--- config.mk ---
export PLATFORM = sky130hd
export DESIGN_NAME = pwpt_tally
export DESIGN_NICKNAME = d
export VERILOG_FILES = /design/src/rtl/pwpt_pkg.sv /design/src/rtl/pwpt_tally.sv
export SDC_FILE = /design/constraint.sdc
export NUM_CORES = 1
export LEC_CHECK = 0
export BUFFER_PORTS_ARGS = -buffer_cell sky130_fd_sc_hd__buf_2
export CAP_MARGIN = 20
export CORE_ASPECT_RATIO = 1.4
export CORE_MARGIN = 2
export CORE_UTILIZATION = 52
export DETAILED_ROUTE_END_ITERATION = 12
export PLACE_DENSITY = 0.87
export SYNTH_ARGS = -nofsm -noshare
export SYNTH_HDL_FRONTEND = slang
export SYNTH_SLANG_ARGS = --single-unit
--- constraint.sdc ---
create_clock -name clk -period 3.7 [get_ports clk]
set_input_delay 0.74 -clock clk [delete_from_list [all_inputs] [get_ports clk]]
set_output_delay 0.74 -clock clk [all_outputs]
set_load 0.01 [all_outputs]
--- src/rtl/pwpt_pkg.sv ---
// Shared widths, codes and stage types of the winding-number point test.
`default_nettype none
package pwpt_pkg;

	localparam int COORD_BITS   = 32;
	localparam int WINDING_BITS = 16;

	localparam int VTX_W   = 32;
	localparam int TOTAL_W = 16;
	localparam int EXT_W   = 32;
	localparam int DIFF_W  = COORD_BITS + 1;
	localparam int PROD_W  = 2 * DIFF_W;

	localparam logic signed [WINDING_BITS-1:0] CNT_MAX = {1'b0, {(WINDING_BITS-1){1'b1}}};
	localparam logic signed [WINDING_BITS-1:0] CNT_MIN = {1'b1, {(WINDING_BITS-1){1'b0}}};

	typedef enum logic [1:0] {
		CONT_OUTSIDE = 2'd0,
		CONT_INSIDE  = 2'd1,
		CONT_ON_EDGE = 2'd2
	} containment_t;

	// Per-edge tests and cross product operands.
	typedef struct packed {
		logic              valid;
		logic              first;
		logic              last;
		logic              degen;
		logic              y_out;
		logic              upward;
		logic              downward;
		logic              on_span;
		logic [DIFF_W-1:0] dx1;
		logic [DIFF_W-1:0] dy21;
		logic [DIFF_W-1:0] dx21;
		logic [DIFF_W-1:0] dyq;
	} edge_t;

	// Per-edge tests and the two cross product terms.
	typedef struct packed {
		logic              valid;
		logic              first;
		logic              last;
		logic              degen;
		logic              y_out;
		logic              upward;
		logic              downward;
		logic              on_span;
		logic [PROD_W-1:0] p1;
		logic [PROD_W-1:0] p2;
	} cross_t;

endpackage
`default_nettype wire

--- src/rtl/pwpt_tally.sv ---
// Winding count and on-edge flag update, and the result register.
`default_nettype none
module pwpt_tally (
	input  logic                                   clk,
	input  logic                                   arst_n,
	input  pwpt_pkg::cross_t                       cross_s3,
	output logic                                   s3_ready,
	output logic                                   out_valid,
	input  logic                                   out_stall,
	output logic [1:0]                             containment,
	output logic signed [pwpt_pkg::TOTAL_W-1:0]    winding_total
);

	logic signed [pwpt_pkg::WINDING_BITS-1:0] count_q, count_nxt;
	logic                                     on_edge_q, on_edge_nxt;
	logic                                     out_free, retire, lt, eq;
	logic signed [pwpt_pkg::EXT_W-1:0]        count_ext;
	pwpt_pkg::containment_t                   cont_nxt;
	logic                                     ov_q;
	logic [1:0]                               cont_q;
	logic signed [pwpt_pkg::TOTAL_W-1:0]      total_q;

	assign out_free = !ov_q || !out_stall;
	// Retire an item freely unless it carries a result and the result register is full and stalled.
	assign retire   = cross_s3.valid && (!cross_s3.last || out_free);
	assign s3_ready = retire;

	assign lt = $signed(cross_s3.p1) < $signed(cross_s3.p2);
	assign eq = cross_s3.p1 == cross_s3.p2;

	always_comb begin
		count_nxt   = count_q;
		on_edge_nxt = on_edge_q;
		if (cross_s3.first) begin
			count_nxt   = '0;
			on_edge_nxt = 1'b0;
		end else if (!on_edge_q && !cross_s3.degen && !cross_s3.y_out) begin
			if (eq) begin
				if (cross_s3.on_span) begin
					on_edge_nxt = 1'b1;
				end
			end else if (lt) begin
				if (cross_s3.upward && (count_q < pwpt_pkg::CNT_MAX)) begin
					count_nxt = count_q + pwpt_pkg::WINDING_BITS'(1);
				end
			end else begin
				if (cross_s3.downward && (count_q > pwpt_pkg::CNT_MIN)) begin
					count_nxt = count_q - pwpt_pkg::WINDING_BITS'(1);
				end
			end
		end
	end

	always_comb begin
		if (on_edge_nxt) begin
			cont_nxt = pwpt_pkg::CONT_ON_EDGE;
		end else if (count_nxt != '0) begin
			cont_nxt = pwpt_pkg::CONT_INSIDE;
		end else begin
			cont_nxt = pwpt_pkg::CONT_OUTSIDE;
		end
	end

	assign count_ext = pwpt_pkg::EXT_W'(count_nxt);

	always_ff @(posedge clk or negedge arst_n) begin
		if (!arst_n) begin
			count_q   <= '0;
			on_edge_q <= 1'b0;
		end else if (retire) begin
			count_q   <= count_nxt;
			on_edge_q <= on_edge_nxt;
		end
	end

	always_ff @(posedge clk or negedge arst_n) begin
		if (!arst_n) begin
			ov_q <= 1'b0;
		end else if (retire && cross_s3.last) begin
			ov_q <= 1'b1;
		end else if (!out_stall) begin
			ov_q <= 1'b0;
		end
	end

	always_ff @(posedge clk) begin
		if (retire && cross_s3.last) begin
			cont_q  <= cont_nxt;
			total_q <= count_ext[pwpt_pkg::TOTAL_W-1:0];
		end
	end

	assign out_valid     = ov_q;
	assign containment   = cont_q;
	assign winding_total = total_q;

`ifndef SYNTHESIS
	a_frozen_on_edge: assert property (@(posedge clk) disable iff (!arst_n)
		on_edge_q && !(retire && cross_s3.first) |=> $stable(count_q))
		else $error("winding count moved after on-edge was seen");

	a_no_wrap_up: assert property (@(posedge clk) disable iff (!arst_n)
		retire && !cross_s3.first && count_q == pwpt_pkg::CNT_MAX |=> count_q != pwpt_pkg::CNT_MIN)
		else $error("winding count wrapped past its maximum");

	a_no_wrap_down: assert property (@(posedge clk) disable iff (!arst_n)
		retire && !cross_s3.first && count_q == pwpt_pkg::CNT_MIN |=> count_q != pwpt_pkg::CNT_MAX)
		else $error("winding count wrapped past its minimum");

	a_no_overwrite: assert property (@(posedge clk) disable iff (!arst_n)
		ov_q && out_stall |-> !(retire && cross_s3.last))
		else $error("result register overwritten while stalled");
`endif

endmodule
`default_nettype wire

==> out/metrics.cfg <==
[timing]
rsz0062_at_grt=yes
drv_slew=0
worst_slew_pin_slew_ns=0.925
min_period_ns=4.07
fmax_mhz=246
finClkSkew_ns=0.00573
fin_crit_sh_pct=110
worst_hold_slack_ns=0.398
report.final.hold_viol_count=0
setup_ws_ns=-0.373
relSlewSlack_pct=38.3
fin_tns_setup_ns=-0.514
finalSetupViolCount=4

[setup_path]
cp_slowest_stage_delay_ns=0.56
rr_worst_depth=12
arrival_ns=4.08
cp-start-kind=primary input
cp.required_ns=3.71
timing.rr.start=count_q[5]
critPathKind=primary input to register
ff2ff_setup_slack_ns=0.01
worstPathCellList=buf_2, inv_2, ha_4, a21oi_4, nand2_1, a221o_1, a211o_1, a211oi_4, nand2_2, buf_4, a21oi_1, nand4_1, or4_4, a2111oi_4, a41oi_1
path_delay_family=compound AO/OA/AOI/OAI gates
crit_fanout=5
r2r_end=containment[0]
slowest_stage=or4_4
cp-end-kind=register
critPathBufInv=3

[cts]
clkTransAtPathRegs_ns=0.06
cts_tree=yes
cts_hold_buf=0
cts_made_buffers=5
ctsLongestPathBuffers=2
cts_root_buffer=clkbuf_16
cts_max_level=2
cts.sinks=36
clkLatencyLatePin_ns=0.28

[status]
violations=setup timing
status=finished, violations left

[placed_design]
gp_congestion=1.11
dp_slack_ns=-0.698
hpwlAfterDp_um=14400
dp_cells=943
portBuffers=162

[logic_synthesis]
syn-instance-count=596
synth_ff_type=edfxtp_1
async_flop_share_pct=50.0
synth_edf_count=18
synthTopCellsByArea=ha_1, edfxtp_1, dfrtp_1, inv_1, nand2_1
synth_cell_type_count=75
synth_warnings=0
syn_area_um2=4650
syn_avg_cell_area_um2=7.80
synth_top_area_share_pct=18.6
ys_seq_elements=36
yosys.area.top_type=ha_1
syn_nets=808
synth-seq-area-share_pct=21.3

[die]
io_pins=163
start_util_pct=53.7
core_um2=8660
die-area_um2=9720
row_count=40
die_y_um=116
die_w_um=83.9

[final_layout]
num-nets-final=1064
final_common_cell=buf_2
final_cell_mix=buf_2, buf_4, inv_1, nand2_1, ha_1
area_delta_synth_final_pct=43.3
layout.cells.non_filler=960
drive_gt1_share_pct=38.9

[global_routing]
grt_max_degree=20
grt_pass1_wl_um=27300
grt_pass1_vias=5955
overflow=0
grt_antenna_before_repair=4
grt.total_usage_pct=35.5

[routing]
drtIter0Drc=273
drcViolationCount=0
num_vias=5770
ant_nets=0
wl_per_cell_um=18.8
viasPerCell=6.01
drtPass1Iterations=5
routed_wl_um=18000

[pwr]
power.total_w=0.00194
powerDensity_nw_per_um2=292
leakage_nw=3.46
peakVddDrop_v=0.000393

[job]
max_cap_violations=0

[hold_path]
hold_path_class=primary input to async pin

worst max path at each step:
stage,start,depth (start not counted),endpoint
global placement,cross_s3[39],15,containment[0]
CTS,cross_s3[4],15,containment[0]
detailed placement,cross_s3[39],14,containment[0]
global route,cross_s3[48],15,containment[0]
finish,cross_s3[48],15,containment[0]
floorplan,cross_s3[44],15,containment[0]
registers in the layout (all words and copies together), names as in the netlist:
register,cells
count_q,16
on_edge_q,1
containment,2
winding_total,16
out_valid,1
cells in the mapped netlist, types with 3 or more instances:
cell and instances:
o211ai_1 3, or3_1 9, edfxtp_1 18, or4_1 6
and2_1 4, nand2_1 65, nand4_1 28, mux2_2 5
a21o_1 5, nor2_1 30, inv_1 82, nor3_1 24
buf_6 4, o21ai_0 16, nor2b_1 3, a31oi_1 7
o21ai_1 5, nand2b_1 7, a211oi_1 8, ha_1 69
clkbuf_1 12, o31ai_1 3, nor4_1 9, a221oi_1 3
buf_2 5, and4_1 5, dfrtp_1 18, nand3_1 37
and3_1 9, mux2i_1 4, a22oi_1 3, a21oi_1 33
metrics by stage:
stage                     area [µm²]  util, %
after floorplan                 4670        -
after global placement          6270     72.4
after detailed placement        6270     72.4
after CTS                       6520     75.3
after global routing            6660     77.0
final                           6660     77.0
cell type report:
type | count | area, µm²
inverters | 83 | 312
fillers | 624 | 2000
clock inverters | 2 | 35.0
multi-input cells | 455 | 3420
diodes | 2 | 5.00
repair buffers | 271 | 1640
well taps | 105 | 131
flip-flops and latches | 36 | 991
clock buffers | 6 | 129
kinds of logic after synthesis:
| family | share of synthesized area (%) |
|---|---|
| simple gates | 30.1 |
| compound gates | 17.7 |
| buf+inv | 9.50 |
| fa+ha+maj | 18.6 |
| flops | 21.3 |
| mux | 2.07 |
| xor+xnor | 0.754 |
report_power, final:
group / internal [W] / switching (W)
sequential: 0.000469 / 0.0000322
clock: 0.000316 / 0.000155
combinational: 0.000438 / 0.000534
per-layer routing:
metal | wire (µm) | GRT usage (%) | vias up
met5 | 25 | 0 | -
met4 | 1230 | 23.1 | 4
met3 | 1230 | 6.27 | 93
met2 | 9560 | 71.1 | 308
met1 | 5980 | 32.4 | 2666
li1 | - | - | 2699
timing repair:
action / in CTS / in global routing
hold endpoints to repair: 0 / 0
pin swaps: 9 / 9
gates resized for setup: 10 / 22
cloned: 1 / 0
endpoints found under the setup margin: 8 / 15
setup buffers: 4 / 2
(Power assumes the default switching activity.)
