## config.mk

```make
export PLATFORM = sky130hd
export DESIGN_NAME = pwpt_edge_front
export DESIGN_NICKNAME = d
export VERILOG_FILES = /design/src/rtl/pwpt_pkg.sv /design/src/rtl/pwpt_edge_front.sv
export SDC_FILE = /design/constraint.sdc
export NUM_CORES = 1
export LEC_CHECK = 0
export ABC_AREA = 1
export BUFFER_PORTS_ARGS = -buffer_cell sky130_fd_sc_hd__buf_2
export CAP_MARGIN = 20
export CORE_UTILIZATION = 50
export CTS_CLUSTER_DIAMETER = 50
export DETAILED_ROUTE_END_ITERATION = 7
export GPL_ROUTABILITY_DRIVEN = 0
export PLACE_DENSITY_LB_ADDON = 0.05
export RECOVER_POWER = 25
export SYNTH_ARGS = -nofsm -noshare
export SYNTH_HDL_FRONTEND = slang
export SYNTH_SLANG_ARGS = --single-unit
```

## constraint.sdc

```tcl
create_clock -name clk -period 2.8 [get_ports clk]
set_input_delay 0.56 -clock clk [delete_from_list [all_inputs] [get_ports clk]]
set_output_delay 0.56 -clock clk [all_outputs]
set_load 0.005 [all_outputs]
```

## src/rtl/pwpt_pkg.sv

```systemverilog
// Shared widths, codes and stage types of the winding-number point test.
`default_nettype none
package pwpt_pkg;

	localparam int COORD_BITS   = 32;
	localparam int WINDING_BITS = 16;

	localparam int VTX_W   = 32;
	localparam int TOTAL_W = 16;
	localparam int EXT_W   = 32;
	localparam int DIFF_W  = COORD_BITS + 1;
	localparam int PROD_W  = 2 * DIFF_W;

	localparam logic signed [WINDING_BITS-1:0] CNT_MAX = {1'b0, {(WINDING_BITS-1){1'b1}}};
	localparam logic signed [WINDING_BITS-1:0] CNT_MIN = {1'b1, {(WINDING_BITS-1){1'b0}}};

	typedef enum logic [1:0] {
		CONT_OUTSIDE = 2'd0,
		CONT_INSIDE  = 2'd1,
		CONT_ON_EDGE = 2'd2
	} containment_t;

	// Per-edge tests and cross product operands.
	typedef struct packed {
		logic              valid;
		logic              first;
		logic              last;
		logic              degen;
		logic              y_out;
		logic              upward;
		logic              downward;
		logic              on_span;
		logic [DIFF_W-1:0] dx1;
		logic [DIFF_W-1:0] dy21;
		logic [DIFF_W-1:0] dx21;
		logic [DIFF_W-1:0] dyq;
	} edge_t;

	// Per-edge tests and the two cross product terms.
	typedef struct packed {
		logic              valid;
		logic              first;
		logic              last;
		logic              degen;
		logic              y_out;
		logic              upward;
		logic              downward;
		logic              on_span;
		logic [PROD_W-1:0] p1;
		logic [PROD_W-1:0] p2;
	} cross_t;

endpackage
`default_nettype wire

```

## src/rtl/pwpt_edge_front.sv

```systemverilog
// Input register, held vertex and query point, and per-edge differences and range tests.
`default_nettype none
module pwpt_edge_front (
	input  logic                                clk,
	input  logic                                arst_n,
	input  logic                                in_valid,
	output logic                                in_stall,
	input  logic signed [pwpt_pkg::VTX_W-1:0]   vertex_x,
	input  logic signed [pwpt_pkg::VTX_W-1:0]   vertex_y,
	input  logic signed [pwpt_pkg::VTX_W-1:0]   query_x,
	input  logic signed [pwpt_pkg::VTX_W-1:0]   query_y,
	input  logic                                first_vertex,
	input  logic                                last_vertex,
	input  logic                                s2_ready,
	output pwpt_pkg::edge_t                     edge_s2
);

	typedef struct packed {
		logic                                valid;
		logic                                first;
		logic                                last;
		logic [pwpt_pkg::COORD_BITS-1:0]     x1;
		logic [pwpt_pkg::COORD_BITS-1:0]     y1;
		logic [pwpt_pkg::COORD_BITS-1:0]     x2;
		logic [pwpt_pkg::COORD_BITS-1:0]     y2;
		logic [pwpt_pkg::COORD_BITS-1:0]     px;
		logic [pwpt_pkg::COORD_BITS-1:0]     py;
	} front_t;

	front_t                            vtx_s1;
	logic [pwpt_pkg::COORD_BITS-1:0]   prev_x_q, prev_y_q, point_x_q, point_y_q;
	logic                              s2_load, s1_ready, accept;
	logic signed [pwpt_pkg::COORD_BITS-1:0] x1, y1, x2, y2, px, py;
	pwpt_pkg::edge_t                   edge_nxt;

	assign s2_load  = !edge_s2.valid || s2_ready;
	assign s1_ready = !vtx_s1.valid || s2_load;
	assign in_stall = !s1_ready;
	assign accept   = in_valid && s1_ready;

	// Hold the last vertex and the query point; both follow the accepted beats only.
	always_ff @(posedge clk or negedge arst_n) begin
		if (!arst_n) begin
			prev_x_q  <= '0;
			prev_y_q  <= '0;
			point_x_q <= '0;
			point_y_q <= '0;
		end else if (accept) begin
			prev_x_q <= vertex_x[pwpt_pkg::COORD_BITS-1:0];
			prev_y_q <= vertex_y[pwpt_pkg::COORD_BITS-1:0];
			if (first_vertex) begin
				point_x_q <= query_x[pwpt_pkg::COORD_BITS-1:0];
				point_y_q <= query_y[pwpt_pkg::COORD_BITS-1:0];
			end
		end
	end

	always_ff @(posedge clk or negedge arst_n) begin
		if (!arst_n) begin
			vtx_s1 <= '0;
		end else if (s1_ready) begin
			vtx_s1.valid <= in_valid;
			vtx_s1.first <= first_vertex;
			vtx_s1.last  <= last_vertex;
			vtx_s1.x1    <= prev_x_q;
			vtx_s1.y1    <= prev_y_q;
			vtx_s1.x2    <= vertex_x[pwpt_pkg::COORD_BITS-1:0];
			vtx_s1.y2    <= vertex_y[pwpt_pkg::COORD_BITS-1:0];
			vtx_s1.px    <= first_vertex ? query_x[pwpt_pkg::COORD_BITS-1:0] : point_x_q;
			vtx_s1.py    <= first_vertex ? query_y[pwpt_pkg::COORD_BITS-1:0] : point_y_q;
		end
	end

	assign x1 = $signed(vtx_s1.x1);
	assign y1 = $signed(vtx_s1.y1);
	assign x2 = $signed(vtx_s1.x2);
	assign y2 = $signed(vtx_s1.y2);
	assign px = $signed(vtx_s1.px);
	assign py = $signed(vtx_s1.py);

	always_comb begin
		edge_nxt          = '0;
		edge_nxt.valid    = vtx_s1.valid;
		edge_nxt.first    = vtx_s1.first;
		edge_nxt.last     = vtx_s1.last;
		edge_nxt.degen    = (x1 == x2) && (y1 == y2);
		edge_nxt.y_out    = !(((y1 <= py) && (py <= y2)) || ((y2 <= py) && (py <= y1)));
		edge_nxt.upward   = (y1 < py) && (py <= y2);
		edge_nxt.downward = (y2 <= py) && (py < y1);
		edge_nxt.on_span  = ((x1 <= px) && (px < x2)) || ((x1 >= px) && (px > x2)) ||
		                    ((y1 <= py) && (py < y2)) || ((y1 >= py) && (py > y2));
		edge_nxt.dx1      = pwpt_pkg::DIFF_W'(px) - pwpt_pkg::DIFF_W'(x1);
		edge_nxt.dy21     = pwpt_pkg::DIFF_W'(y2) - pwpt_pkg::DIFF_W'(y1);
		edge_nxt.dx21     = pwpt_pkg::DIFF_W'(x2) - pwpt_pkg::DIFF_W'(x1);
		edge_nxt.dyq      = pwpt_pkg::DIFF_W'(py) - pwpt_pkg::DIFF_W'(y1);
	end

	always_ff @(posedge clk or negedge arst_n) begin
		if (!arst_n) begin
			edge_s2 <= '0;
		end else if (s2_load) begin
			edge_s2 <= edge_nxt;
		end
	end

endmodule
`default_nettype wire

```

==> flow_summary.yaml, run 1 <==
final_layout:
  stdcell_area_um2: 31000
  finish.utilization: 0.586
  final_nets: 4073
  layout-drive-gt1-share: 0.129
  antenna_cells: 0
  area_growth_pct: 14.9
  regMostFlops: "edge_s2"
  largest_reg_flops: 140
worst_setup_path:
  cp.depth: 6
  slowest_delay_ns: 0.44
  critPathBufInv: 4
  r2r_cells: 14
  critPathLaunchType: "flip-flop"
  critPathTopFamily: "buffers and inverters"
  critPathMaxFanout: 113
  worstSetupPathType: "flip-flop to output port"
  cp.arrival_ns: 2.06
  cp-end-kind: "output port"
  slowest_stage: "buf_12"
  regToRegStartpoint: "y1[1]$_DFFE_PN0N_"
  startpoint: "edge_s2[139]$_DFFE_PN0P_"
  crit_chain: "inv_1 > nor2_4 > inv_1 > nor2_4 > buf_12 > buf_2"
  critPathRequiredTime_ns: 2.24
placement:
  detailed_place_hpwl_um: 61200
  placed_area_um2: 29100
  io_buffers: 274
yosys:
  syn_avg_cell_area_um2: 7.71
  syn_area_um2: 27000
  syn-num-nets: 3826
  synth-edff-count: 0
  synth_cells: 3494
  ys_types: 58
  seq_area_frac_synth: 0.430
  yosysWarningCount: 0
  synthFlopType: "dfrtp_1"
  yosys_register_bits: 463
  synth_async_sr_flop_share: 1.00
floorplanning:
  die_x_um: 234
  rows: 84
  start_util: 0.510
  die-area_um2: 54800
  ioPinCount: 275
  core_um2: 52900
  die_h_um: 234
timing:
  hold_violations: 0
  tns_ns: 0
  worst_slew_pin_slew_ns: 1.96
  fin_skew_ns: 0.0198
  setup-violations-final: 0
  hold_slack_ns: 0.148
  rsz0062_at_grt: "no"
  finalMaxSlewViolations: 61
  min_period_ns: 2.62
  max_freq_ghz: 0.382
  final.period_utilization: 0.936
  slew_headroom: -0.304
global_routing:
  grt_pass1_vias: 23108
  grt_usage: 0.298
  overflow: 0
  grt_max_degree: 214
  antenna_found_initial: 0
  grt_pass1_wl_um: 127000
clock_network:
  cts_htree_levels: 2
  root_buffer: "clkbuf_16"
  cts_tree: "yes"
  cts_buffer_depth: 3
  path_clk_slew_ns: 0.06
  cts.sinks: 463
  cts_setup_buffers: 0
  cts_buffers: 56
  clock_latency_ns: 0.62
run_status:
  violations: "DRC, capacitance limit, slew limit"
  status: "finished, violations left"
routing:
  ant_nets: 0
  finalWirelength_um: 80900
  dr_total_vias: 24207
  drc: 17
  viasPerCell: 5.41
  drt_iter0_drc: 2162
  wire_per_inst_um: 18.1
  dr.pass1.iters: 8
min_path:
  hp-start: "last_vertex"
  min_path_cells: 3
  hold_class: "input pin to flip-flop"
job:
  maxCapViolations: 1
power_and_ir_drop:
  p_leak_nw: 15.9
  p_per_area_nw_per_um2: 911
  ir_worst_vdd_v: 0.000584
[layout by cell type, fill, tap and decap left out, drive strengths merged, types with 10 or more instances in the layout]
cell	synthesis	layout
nand2	1112	1112
o21ai	486	486
dfrtp	463	463
inv	427	434
buf	24	299
ha	194	194
nor2	173	173
a21oi	171	171
nand3	86	86
clkbuf	91	79
xnor2	45	45
xor2	35	35
or2	25	25
a21o	24	24
a31oi	20	20
nor3	20	20
o21bai	20	20
nand4	18	18
clkinv	0	13
nand3b	10	10
nor4	10	10
[area by class of cell]
type	instances	area (um^2)
sequential	463	11600
clock inverter	29	357
tap	688	861
inverter	427	1610
fill	5004	21900
timing repair buffer	304	1710
clock buffer	75	1540
multi-input combinational	2489	13300
[report_power, final]
group	switching (mW)	internal [mW]	total (mW)
logic	7.03	4.04	11.1
clock network	3.05	4.46	7.50
registers	1.23	8.42	9.65
total	11.3	16.9	28.2
[final timing paths]
path / end / slack, ns
min in group asynchronous: prev_y_q[21]$_DFFE_PN0P_ / 1.02
worst max-delay path: in_stall / 0.18
worst max register to register: edge_s2[87]$_DFFE_PN0P_ / 0.19
max in group asynchronous: point_x_q[7]$_DFFE_PN0P_ / 0.35
worst min-delay path: edge_nxt[137]$_DFFE_PN0N_ / 0.15
worst min register to register: y1[0]$_DFFE_PN0N_ / 0.47
[routing by layer]
metal  vias to the layer above  wire (um)  track usage  part of all wire
met5                         -          0            0                 0
met1                     11464      39800        0.467              0.49
met2                       856      33300        0.427              0.41
li1                      11782          -            -                 -
met3                       105       6120       0.0420             0.076
met4                         0       1710       0.0749             0.021
[tightest hold or removal path, cell delays in order]
cell     delay, ns
buf_2         0.07
nand2_1       0.04
nand2_1       0.05
[timing repair]
item / 4_1_cts / 5_1_grt
endpoints found under the setup margin: 0 / 1
endpoints found under the hold margin: 55 / 0
hold buffers: 1 / 0
resized for setup: 0 / 1
[kinds of logic after synthesis]
logic type                 count (synthesis)  synth area share
AOI/OAI and AO/OA                        756             0.156
xor gates and xnor gates                  80            0.0260
and+or+nand+nor                         1455             0.219
buffers and inverters                    542            0.0766
DFF                                      463             0.430
adders and majority gates                198            0.0930
[Yosys cell counts, types with 6 or more instances]
library cell     n  area share
nand4_1         18      0.0042
nand2_2         17      0.0039
nand3_1         81       0.015
o21ai_0        444       0.082
a21oi_1        155       0.029
a21oi_2         13      0.0042
ha_1           194       0.090
o211ai_1         6      0.0017
nor4_1           7      0.0016
nor2_1         168       0.023
a31oi_1         20      0.0046
nand2_1       1094        0.15
xor2_1          35       0.011
clkbuf_1        91       0.013
nor3_1          19      0.0035
o21ai_1         33      0.0061
o21bai_1        16      0.0045
xnor2_1         45       0.015
or2_2           18      0.0042
buf_2           19      0.0035
nand3b_1         9      0.0025
o21a_1           6      0.0017
a21o_1          22      0.0061
inv_1          423       0.059
dfrtp_1        463        0.43
o21ai_2          9      0.0029
[per-stage QoR]
step           power (mW)  cells  setup slack, ns
2_1_floorplan        16.4   3494            0.669
3_3_place_gp         20.4   4370           0.0912
3_5_place_dp         20.6   4370           0.0845
4_1_cts              28.2   4475           0.0470
5_1_grt              30.1   4475           0.0263
6_report             28.2   4475            0.180
(Power assumes the default switching activity.)
==> inputs of run 2 (changes only) <==
Settings changed: CORE_ASPECT_RATIO set to 1.5, CORE_UTILIZATION 50 to 40, SKIP_CTS_REPAIR_TIMING set to 1.
==> run 2 against run 1 <==
  * Largest cell class unchanged
  * Setup slack worse by 0.065 ns
  * Combinational power about the same
  * Critical path type unchanged
  * Sequential share of layout area down 0.25 points
  * The flow now finishes without violations
  * Fmax down 2.4%
  * Via count down 1.0%
  * Utilization down 12 points
  * Sequential power up 0.5%
  * Cell area up 0.67%
  * Global-route usage down 2.3 points
==> flow_summary.yaml, run 2 (synthesized netlist as in run 1, its figures left out) <==
power_and_ir_drop:
  p_leak_nw: 15.9
  power.switching_mw: 11.6
  combPwrFrac: 0.401
  pwr-share-clk: 0.256
  p_seq_frac: 0.343
  power_report.internal_total_mw: 16.7
  switching_share: 0.408
  p_per_area_nw_per_um2: 907
  ir_worst_vdd_v: 0.000567
global_routing:
  overflow: 0
  grt_pass1_vias: 24230
  grt_pass1_wl_um: 143000
  grt_max_degree: 129
  grt_usage: 0.275
  antenna_found_initial: 0
timing:
  slew_headroom: 0.170
  final.period_utilization: 0.959
  hold_violations: 0
  rsz0062_at_grt: "no"
  worst_slew_pin_slew_ns: 1.24
  finalMaxSlewViolations: 0
  fin_ws_ns: 0.114
  fin_skew_ns: 0.0182
  setup-violations-final: 0
  max_freq_ghz: 0.372
  min_period_ns: 2.69
  tns_ns: 0
clock_network:
  path_clk_slew_ns: 0.06
  clock_latency_ns: 0.61
  cts_buffers: 51
  root_buffer: "clkbuf_16"
  cts_tree: "yes"
  cts_htree_levels: 2
  cts.sinks: 463
  cts_buffer_depth: 3
placement:
  place_ws_ns: 0.192
  detailed_place_hpwl_um: 73800
  io_buffers: 274
worst_setup_path:
  cp.depth: 6
  slowest_delay_ns: 0.42
  critPathMaxFanout: 73
  critPathTopFamily: "buffers and inverters"
  startpoint: "edge_s2[139]$_DFFE_PN0P_"
  regToRegStartpoint: "y1[13]$_DFFE_PN0N_"
  crit_chain: "inv_1 > nor2_4 > inv_2 > nor2_4 > buf_12 > buf_2"
  cp_common_cell: "nor2_4"
  slowest_stage: "dfrtp_1"
  critPathLaunchType: "flip-flop"
  cp.arrival_ns: 2.13
  critPathRequiredTime_ns: 2.24
  critPathBufInv: 4
  r2r_cells: 12
  worstSetupPathType: "flip-flop to output port"
  cp-end-kind: "output port"
floorplanning:
  die-area_um2: 68400
  die_h_um: 320
  ioPinCount: 275
  die_x_um: 214
  start_util: 0.405
  rows: 116
  core_um2: 66600
routing:
  dr.pass1.iters: 6
  ant_nets: 0
  drc: 0
  wire_per_inst_um: 20.1
  finalWirelength_um: 93900
  dr_total_vias: 23960
  viasPerCell: 5.13
  drt_iter0_drc: 1515
final_layout:
  regMostFlops: "edge_s2"
  final_nets: 4078
  final_common_cell: "nand2_1"
  layout-drive-gt1-share: 0.130
  area_growth_pct: 15.7
  antenna_cells: 0
  layout_common_cells: "nand2_1 (1093), dfrtp_1 (463), o21ai_0 (444), inv_1 (423), buf_2 (272)"
  largest_reg_flops: 140
run_status:
  status: "complete, no violations"
min_path:
  hold_class: "input pin to flip-flop"
  hp-start: "last_vertex"
  min_path_cells: 3
job:
  maxCapViolations: 0
==> run 2: cell types whose count changed in the layout (fill, tap and decap cells not counted), moves of 2 or more <==
cell	change
inv_2	+2
clkbuf_16	-5
clkbuf_1	-6
clkinv_2	-2
buf_4	+9
clkbuf_4	+2
==> run 2: metal layers <==
layer / wire length (um) / vias to the layer above / global-route usage
li1: - / 11761 / -
met1: 34300 / 11359 / 0.288
met2: 49400 / 627 / 0.513
met3: 3160 / 213 / 0.0313
met4: 7130 / 0 / 0.184
met5: 0 / - / 0
==> run 2: path summary, 6_finish.rpt <==
path	endpoint	slack [ns]
min reg2reg	x1[23]$_DFFE_PN0N_	0.47
min in group asynchronous	point_y_q[12]$_DFFE_PN0P_	0.75
max	in_stall	0.11
max reg2reg	edge_s2[86]$_DFFE_PN0P_	0.13
max in group asynchronous	edge_s2[122]$_DFFE_PN0P_	0.38
min	edge_nxt[137]$_DFFE_PN0N_	0.16
==> run 2: stage by stage <==
stage          utilization  instances  hold WS [ns]  cell area [um^2]  power (mW)
3_5_place_dp         0.442       4577         0.461             29400        21.2
5_1_grt              0.468       4672         0.148             31200        30.2
4_1_cts              0.469       4671        -0.158             31200        28.6
3_3_place_gp         0.442       4577         0.462             29400        21.1
2_1_floorplan            -       3494         0.264             27000        16.4
6_report             0.468       4672         0.162             31200        28.3
==> run 2: tightest hold or removal path: cells and delay by family <==
kind / cells / cell delay, ns
simple gates: 2 / 0.10
buf+inv: 1 / 0.09
==> run 2: power by group through the flow <==
stage	registers [mW]	clock network (mW)	logic, mW
6_report	9.70	7.24	11.4
5_1_grt	9.87	7.66	12.6
4_1_cts	9.72	7.42	11.5
3_5_place_dp	9.82	0	11.4
3_3_place_gp	9.80	0	11.3
2_1_floorplan	9.40	0	7.00
==> run 2: final cells by class <==
type	instances	area [um^2]
clock buffer	64	1400
clock inverter	30	384
fill	6793	35400
inverter	427	1610
multi-input combinational	2489	13300
sequential	463	11600
tap	885	1110
timing repair buffer	314	1800
